[src/hw/rtl/ptb_pkg.sv]
// shared types, widths and operand tables for the barycentric point-in-triangle test
`timescale 1ns / 1ps
`default_nettype none
package ptb_pkg;

  localparam int CoordW = 24;
  localparam int DiffW  = CoordW + 1;
  localparam int ProdW  = 2 * DiffW;
  localparam int DotW   = ProdW + 1;
  localparam int NDot   = 5;
  localparam int NMul   = 6;
  localparam int LoW    = 26;
  localparam int HiW    = DotW - LoW;
  localparam int HhW    = 2 * HiW;
  localparam int MidW   = HiW + LoW + 1;
  localparam int LlW    = 2 * LoW;
  localparam int BigW   = 2 * DotW;
  localparam int NumW   = BigW + 1;
  localparam int MagW   = NumW;
  localparam int FracW  = 16;
  localparam int RemW   = MagW + FracW;
  localparam int QW     = 32;
  localparam int WgtW   = 32;
  localparam int SumW   = WgtW + 2;
  localparam int TolW   = 17;
  localparam logic [TolW-1:0] TolReset = TolW'(66);
  localparam logic [SumW-1:0] OneQ16 = SumW'(65536);

  // dot product codes
  localparam int DotUU = 0;
  localparam int DotVV = 1;
  localparam int DotUV = 2;
  localparam int DotUW = 3;
  localparam int DotVW = 4;

  // edge vector codes
  localparam int VecU = 0;
  localparam int VecV = 1;
  localparam int VecW = 2;

  typedef logic [2:0][CoordW-1:0] vec3_t;

  typedef struct packed {
    vec3_t pt;
    vec3_t v0;
    vec3_t v1;
    vec3_t v2;
  } tri_req_t;

  typedef logic [NDot-1:0][DotW-1:0] dots_t;

  typedef struct packed {
    logic [MagW-1:0] den;
    logic [NumW-1:0] gnum;
    logic [NumW-1:0] bnum;
  } cross_t;

  typedef struct packed {
    logic            degenerate;
    logic [WgtW-1:0] beta;
    logic [WgtW-1:0] gamma;
  } bg_t;

  typedef struct packed {
    logic            inside_res;
    logic            degenerate;
    logic [WgtW-1:0] alpha;
    logic [WgtW-1:0] beta;
    logic [WgtW-1:0] gamma;
  } res_t;

  // left and right edge vector of each dot product
  function automatic int dot_a(input int m);
    int r;
    unique case (m)
      DotUU, DotUV, DotUW: r = VecU;
      default:             r = VecV;
    endcase
    return r;
  endfunction

  function automatic int dot_b(input int m);
    int r;
    unique case (m)
      DotUU:        r = VecU;
      DotVV, DotUV: r = VecV;
      default:      r = VecW;
    endcase
    return r;
  endfunction

  // operands of the six wide products: uu*vv, uv*uv, uu*vw, uv*uw, uw*vv, vw*uv
  function automatic int mul_a(input int p);
    int r;
    unique case (p)
      0, 2:    r = DotUU;
      1, 3:    r = DotUV;
      4:       r = DotUW;
      default: r = DotVW;
    endcase
    return r;
  endfunction

  function automatic int mul_b(input int p);
    int r;
    unique case (p)
      0, 4:    r = DotVV;
      1, 5:    r = DotUV;
      2:       r = DotVW;
      default: r = DotUW;
    endcase
    return r;
  endfunction

endpackage
`default_nettype wire

[src/hw/rtl/ptb_out.sv]
// alpha from beta and gamma, tolerance band test, result register
`timescale 1ns / 1ps
`default_nettype none
module ptb_out (
  input  logic                     clk,
  input  logic                     rst,
  input  logic                     en,
  input  logic                     in_vld,
  input  ptb_pkg::bg_t             bg,
  input  logic [ptb_pkg::TolW-1:0] tol,
  output logic                     out_vld,
  output ptb_pkg::res_t            res
);
  import ptb_pkg::*;

  logic signed [SumW-1:0] b_ext, g_ext, a_sum, a_sat, lo, hi;
  logic                   in_band;

  always_comb begin
    b_ext = {{(SumW-WgtW){bg.beta[WgtW-1]}}, bg.beta};
    g_ext = {{(SumW-WgtW){bg.gamma[WgtW-1]}}, bg.gamma};
    a_sum = OneQ16 - b_ext - g_ext;
    if (a_sum > $signed({{(SumW-WgtW+1){1'b0}}, {(WgtW-1){1'b1}}})) begin
      a_sat = {{(SumW-WgtW+1){1'b0}}, {(WgtW-1){1'b1}}};
    end else if (a_sum < $signed({{(SumW-WgtW+1){1'b1}}, {(WgtW-1){1'b0}}})) begin
      a_sat = {{(SumW-WgtW+1){1'b1}}, {(WgtW-1){1'b0}}};
    end else begin
      a_sat = a_sum;
    end
    lo = SumW'(0) - {{(SumW-TolW){1'b0}}, tol};
    hi = OneQ16 + {{(SumW-TolW){1'b0}}, tol};
    in_band = (a_sat >= lo) && (a_sat <= hi) && (b_ext >= lo) && (b_ext <= hi)
           && (g_ext >= lo) && (g_ext <= hi);
  end

  always_ff @(posedge clk) begin
    if (rst) begin
      out_vld <= 1'b0;
    end else if (en) begin
      out_vld <= in_vld;
    end
  end

  always_ff @(posedge clk) begin
    if (en) begin
      res.degenerate <= bg.degenerate;
      res.inside_res <= in_band && !bg.degenerate;
      res.alpha      <= bg.degenerate ? '0 : a_sat[WgtW-1:0];
      res.beta       <= bg.degenerate ? '0 : bg.beta;
      res.gamma      <= bg.degenerate ? '0 : bg.gamma;
    end
  end

endmodule
`default_nettype wire
[config.mk]
export PLATFORM = sky130hd
export DESIGN_NAME = ptb_out
export DESIGN_NICKNAME = d
export VERILOG_FILES = /design/src/hw/rtl/ptb_pkg.sv /design/src/hw/rtl/ptb_out.sv
export SDC_FILE = /design/constraint.sdc
export NUM_CORES = 1
export LEC_CHECK = 0
export BUFFER_PORTS_ARGS = -buffer_cell sky130_fd_sc_hd__buf_2
export CAP_MARGIN = 40
export CORE_ASPECT_RATIO = 0.75
export CORE_MARGIN = 2
export CORE_UTILIZATION = 55
export DETAILED_ROUTE_END_ITERATION = 7
export PLACE_DENSITY = 0.78
export REMOVE_ABC_BUFFERS = 1
export SLEW_MARGIN = 20
export SYNTH_ARGS = -nofsm -noshare
export SYNTH_HDL_FRONTEND = slang
export SYNTH_SLANG_ARGS = --single-unit
[constraint.sdc]
create_clock -name clk -period 7.45 [get_ports clk]
set_input_delay 0.745 -clock clk [delete_from_list [all_inputs] [get_ports clk]]
set_output_delay 0.745 -clock clk [all_outputs]
set_load 0.1 [all_outputs]
* Yosys cells after proc, flatten, opt, wreduce, memory -nomap -nowiden
Cells that the tools add are included.
** Storage, ports and cells
- Output and inout port bits :: 99
- Input bits :: 86
- Register bits :: 99
** Cells by class
- Reduce and logical (&&, ||, !) cells :: 7
- Add/subtract/negate cells :: 4
- Mux-type cells :: 2
- $lt $le $gt $ge :: 8
** Operators with widths (number)
- 34-bit two-way mux :: 2
- 32-bit by 18-bit greater-or-equal comparator with 1-bit output :: 2
- 32-bit by 19-bit <= comparator with 1-bit output :: 2
- 34-bit by 18-bit greater-or-equal comparator with 1-bit output :: 1
- 34-bit by 32-bit > comparator with 1-bit output, second input constant :: 1
- 34-bit by 19-bit <= comparator with 1-bit output :: 1
- 34-bit by 32-bit < comparator with 1-bit output, second input constant :: 1
- 33-bit by 32-bit subtractor with 34-bit output :: 1
- 18-bit by 32-bit subtractor with 33-bit output, first input constant :: 1
- 17-bit by 17-bit adder with 18-bit output, first input constant :: 1
- 1-bit by 17-bit subtractor with 18-bit output, first input constant :: 1
- 1-bit logical AND :: 6
- 1-bit zero test :: 1

* Depth between registers and ports, before layout
- Word-level depth :: 12
- Gate-level depth with buffers :: 30
- Gate-level depth less buffers :: 30

* Worst setup path after synthesis
No wires, ideal clock.
- Path kind :: input-to-reg
- From :: input bg[1] in the netlist's numbering
- To :: register res[97] in the netlist's numbering, data pin
- Data arrival time :: 5.955 ns
- Stages on the path :: 28
- Path buffers :: 3
- Setup slack :: 1.351 ns
- Data required time :: 7.305 ns
- Cells stage by stage :: ha_1 -> inv_1 -> ha_1 -> inv_1 -> fa_1 -> nor2b_1 -> o2111a_1 -> o2111a_1 -> nor4_1 -> o21ba_2 -> or2_1 -> a21oi_1 -> nand2_1 -> ha_1 -> clkbuf_1 -> clkbuf_1 -> clkbuf_1 -> o21ai_0 -> ha_1 -> a21o_1 -> a21o_1 -> a21oi_1 -> nand2_1 -> a2111oi_0 -> o221ai_1 -> nor4bb_1 -> nand4_1 -> o21ai_1
** Between the ends
- Cells in the longest elaborated chain, start to end :: 11
- Elaborated cells on any way between the ends :: 15
- Those cells by class :: 1 x add/sub; 6 x order compare; 2 x mux; 6 x reduce/logical
** RTL lines
- start: declaration :: line ptb_out.sv:9 : input ptb_pkg::bg_t bg,
- 33-bit by 32-bit subtractor with 34-bit output (*) :: line ptb_out.sv:22 : a_sum = OneQ16 - b_ext - g_ext;
- 34-bit by 32-bit < comparator with 1-bit output :: line ptb_out.sv:25 : end else if (a_sum < $signed({{(SumW-WgtW+1){1'b1}}, {(WgtW-1){1'b0}}})) begin
- 34-bit two-way mux :: line ptb_out.sv:25
- 34-bit two-way mux (*) :: line ptb_out.sv:23 : if (a_sum > $signed({{(SumW-WgtW+1){1'b0}}, {(WgtW-1){1'b1}}})) begin
- named net a_sat[10] :: line ptb_out.sv:16 : logic signed [SumW-1:0] b_ext, g_ext, a_sum, a_sat, lo, hi;
- 34-bit by 18-bit greater-or-equal comparator with 1-bit output / 34-bit by 19-bit <= comparator with 1-bit output (equally long branches) :: line ptb_out.sv:32 : in_band = (a_sat >= lo) && (a_sat <= hi) && (b_ext >= lo) && (b_ext <= hi)
- 1-bit logical AND (*) (3 in series) :: line ptb_out.sv:32
- 1-bit logical AND (*) (2 in series) :: line ptb_out.sv:33 : && (g_ext >= lo) && (g_ext <= hi);
- 1-bit logical AND (*) :: line ptb_out.sv:47 : res.inside_res <= in_band && !bg.degenerate;
- end: declaration :: line ptb_out.sv:12 : output ptb_pkg::res_t res
The timed path passes the listed nets; every way through them passes the cells marked *.
A chain may end at the register's enable or synchronous reset.

* Worst setup path in the final report
Same ends and word-level chain as after synthesis.

==> metrics.md <==
| Metric | Value |
|---|---|
| Worst Setup EP | `res[97]` |
| Combinational share of power | `0.524` |
| Hold Crit Depth | `2` |
| Status | `finished, final reports clean` |
| Worst-Margin Slew | `0.8904 ns` |
| Yosys top cell by area | `edfxtp_1` |
| Max Fanout on Critical Path | `16` |
| Top cells by area, synth | `edfxtp_1, ha_1, a21oi_1` |
| Flop pwr share | `0.276` |
| Avg Vias per Cell | `6.191` |
| Vias post-DR | `9565` |
| Worst VDD drop | `0.1491 mV` |
| FF-to-FF setup slack | `6.86 ns` |
| Slew headroom | `0.4009` |
| Post-Syn Instances | `1120` |
| Initial Util | `0.5657` |
| HP Class | `reg2reg` |
| # DRC | `0` |
| Clk root buf | `clkbuf_16` |
| Final period util | `0.9534` |
| Post-CTS sizing | `0` |
| CTS tree | `built` |
| Switch share | `0.4749` |
| Met3 usage | `0.05913` |
| Antenna violations before repair | `0` |
| Die Area | `19430 µm²` |
| Internal power | `0.001323 W` |
| Post-cts hold buffer count | `0` |
| Fraction of registers with async set/reset | `0` |
| CTS H-tree lvls | `3` |
| Setup bufs post-CTS | `0` |
| Final setup margin | `0.3468 ns` |
| R2R Path End | `out_vld` |
| Clock power share | `0.200` |
| Worst setup SP type | `input pin` |
| Switch Pwr | `0.001197 W` |
| Setup_tns | `0 ns` |
| Fmax | `140.8 MHz` |
| Critical path capture point type | `flip-flop` |
| Total GRT Usage | `0.3249` |
| Final setup fails | `0` |
| Reg clk slew, reported paths | `0.08 ns` |
| GRT met1 Usage | `0.5046` |
| Chip Width | `160.3 µm` |
| Antenna fix cells | `0` |
| Worst Reg-to-Reg Cells | `2` |
| Die extent in y | `121.2 µm` |
| Gr ovfl total | `0` |
| CTS buffer count | `9` |
| Num rows | `42` |
| Most used routing layer | `met1` |
| Worst skew pair latency | `0.36 ns` |
| Final Routed Wirelength | `31740 µm` |
| Crit path from | `bg[1]` |
| Mapped cell area | `10080 µm²` |
| Worst r2r src | `out_vld` |
| Netlist cell types | `62` |
| Met2 GRT Util | `0.4637` |
| Required time of the critical path | `7.67 ns` |
| Synthesis Warnings | `0` |
| Synth Flop Type | `edfxtp_1` |
| RD Place Congestion | `0.9483` |
| Post-route ant nets | `0` |
| Number of synthesized flops with an enable pin | `98` |
| Placed Area | `11280 µm²` |
| Post-synthesis sequential area ratio | `0.2940` |
| First-pass GRT wire length | `48470 µm` |
| Fin. max-slew vios | `0` |
| Pre-Repair DR Iteration Count | `5` |
| CTS Buffer Depth | `2` |
| RSZ-0062 raised after global routing | `false` |
| Core Footprint | `17810 µm²` |
| Flops & latches, synth | `99` |
| Final instance area | `11610 µm²` |
| Area grow syn2layout | `15.22%` |
| WS Path Type | `in2reg` |
| Post-Place Setup Slack | `0.2858 ns` |
| Avg Inst Size Synth | `8.997 µm²` |
| Critical Path AT | `7.33 ns` |
| Ratio of cells with drive above 1 in the final layout | `0.1742` |
| Synth top area share | `0.2920` |
| Clock sink count | `99` |
| Pwr dens | `217.1 nW/µm²` |
| Final net count | `1600` |
| Final Skew | `0 ns` |
| Post-DR wirelength/cell | `20.55 µm` |
| Max-Cap Viols | `0` |
| Initial DRC count | `1088` |
| Tmin final | `7.103 ns` |
| Largest net degree at the start of global routing | `60` |
| Dpl hpwl | `25920 µm` |
| PortBufs | `184` |
| Num ports | `185` |
| Standby leakage power | `5.684 nW` |
| Number of global-route vias before repair | `8704` |
| Final Hold Fails | `0` |
-- cells by family (layout without fill, tap and decap cells) --
logic type / Yosys count / count (layout) / share of synthesized area
adder cells (fa/ha/maj): 216 / 216 / 0.2689
buffers and inverters: 141 / 324 / 0.05339
XOR/XNOR: 32 / 32 / 0.02781
AO/OA/AOI/OAI: 279 / 279 / 0.1754
AND/OR/NAND/NOR: 348 / 348 / 0.1754
flip-flops: 99 / 99 / 0.2940
multiplexers: 5 / 5 / 0.004967
-- routing by layer --
layer / share of wire / routed length [µm] / up-vias
met4: 0.016 / 498 / 0
met5: 0 / 0 / -
met3: 0.11 / 3439 / 39
li1: - / - / 4517
met2: 0.41 / 12890 / 554
met1: 0.47 / 14920 / 4455
-- cell usage in the layout, fill, tap and decap left out, types with 5 or more instances in the layout --
| cell | instances |
|---|---|
| inv_1 | 109 |
| nand2b_1 | 9 |
| buf_4 | 14 |
| o31ai_1 | 7 |
| o211ai_1 | 7 |
| and2_1 | 9 |
| nand3_1 | 26 |
| a211oi_1 | 10 |
| ha_1 | 215 |
| and3_1 | 12 |
| xor2_1 | 7 |
| nor2b_1 | 34 |
| nor3_1 | 13 |
| a31oi_1 | 6 |
| o21bai_1 | 6 |
| a21oi_1 | 82 |
| nand4_1 | 38 |
| o21ai_0 | 63 |
| o22ai_1 | 6 |
| o21ai_1 | 5 |
| nor4_1 | 23 |
| mux2i_1 | 5 |
| and4_1 | 5 |
| nor2_1 | 104 |
| a21o_1 | 32 |
| xnor2_1 | 25 |
| o21a_1 | 12 |
| buf_2 | 183 |
| edfxtp_1 | 98 |
| a311oi_1 | 5 |
| nand2_1 | 54 |
| clkbuf_16 | 9 |
| or3_1 | 6 |
-- state kept, by name, indices dropped and copies added (netlist names) --
register,count
out_vld,1
res,98
-- Yosys cell counts, types with 13 or more instances --
cell type,count
a21o_1,32
a21oi_1,82
clkbuf_1,24
edfxtp_1,98
ha_1,215
inv_1,109
nand2_1,54
nand3_1,26
nand4_1,38
nor2_1,104
nor2b_1,34
nor3_1,13
nor4_1,23
o21ai_0,63
xnor2_1,25
-- power groups by stage --
stage          clock network, W  registers [W]  logic, W
2_1_floorplan                 0        0.00111  0.000547
3_3_place_gp                  0       0.000706   0.00127
3_5_place_dp                  0       0.000707   0.00128
4_1_cts                0.000509       0.000696   0.00129
5_1_grt                0.000529       0.000701   0.00140
6_report               0.000505       0.000696   0.00132
-- worst min path at each step --
stage	endpoint	slack, ns	from
2_1_floorplan	out_vld	0.82	rst
3_3_place_gp	out_vld	0.47	out_vld
3_5_place_dp	out_vld	0.49	out_vld
4_1_cts	out_vld	0.51	out_vld
5_1_grt	out_vld	0.54	rst
6_report	out_vld	0.51	out_vld
-- stage by stage --
stage / util / hold WS (ns) / std cells / total power, W
2_1_floorplan: - / 0.8174 / 1088 / 0.001662
3_3_place_gp: 0.6325 / 0.4716 / 1526 / 0.001981
3_5_place_dp: 0.6333 / 0.4854 / 1528 / 0.001990
4_1_cts: 0.6509 / 0.5091 / 1544 / 0.002499
5_1_grt: 0.6518 / 0.5418 / 1545 / 0.002633
6_report: 0.6518 / 0.5118 / 1545 / 0.002520
-- final cells by class --
cell class                      instances  area (µm²)
Multi-Input combinational cell        880        6576
Clock buffer                           11       252.7
Fill cell                            1526        6203
Timing Repair Buffer                  199        1046
Inverter                              109       409.1
Sequential cell                        99        2963
Clock inverter                          5       61.31
Tap cell                              242       302.8
-- worst max-delay path, stage by stage --
cell	delay, ns
buf_2	0.13
ha_1	0.29
inv_1	0.06
ha_1	0.19
inv_1	0.07
fa_1	0.41
nor2b_1	0.26
o2111a_1	0.32
o2111a_1	0.29
nor4_1	0.07
o21ba_2	0.22
or2_1	0.23
a21oi_1	0.12
nand2_1	0.07
ha_1	0.50
buf_4	0.26
o21ai_0	0.45
ha_1	0.36
a21oi_1	0.15
nor2b_1	0.06
o21ai_0	0.23
a211oi_1	0.16
a2111oi_0	0.42
buf_4	0.19
o221ai_1	0.11
nor4bb_1	0.56
nand4_1	0.20
o21ai_1	0.18
Power figures use the tool's default switching activity.
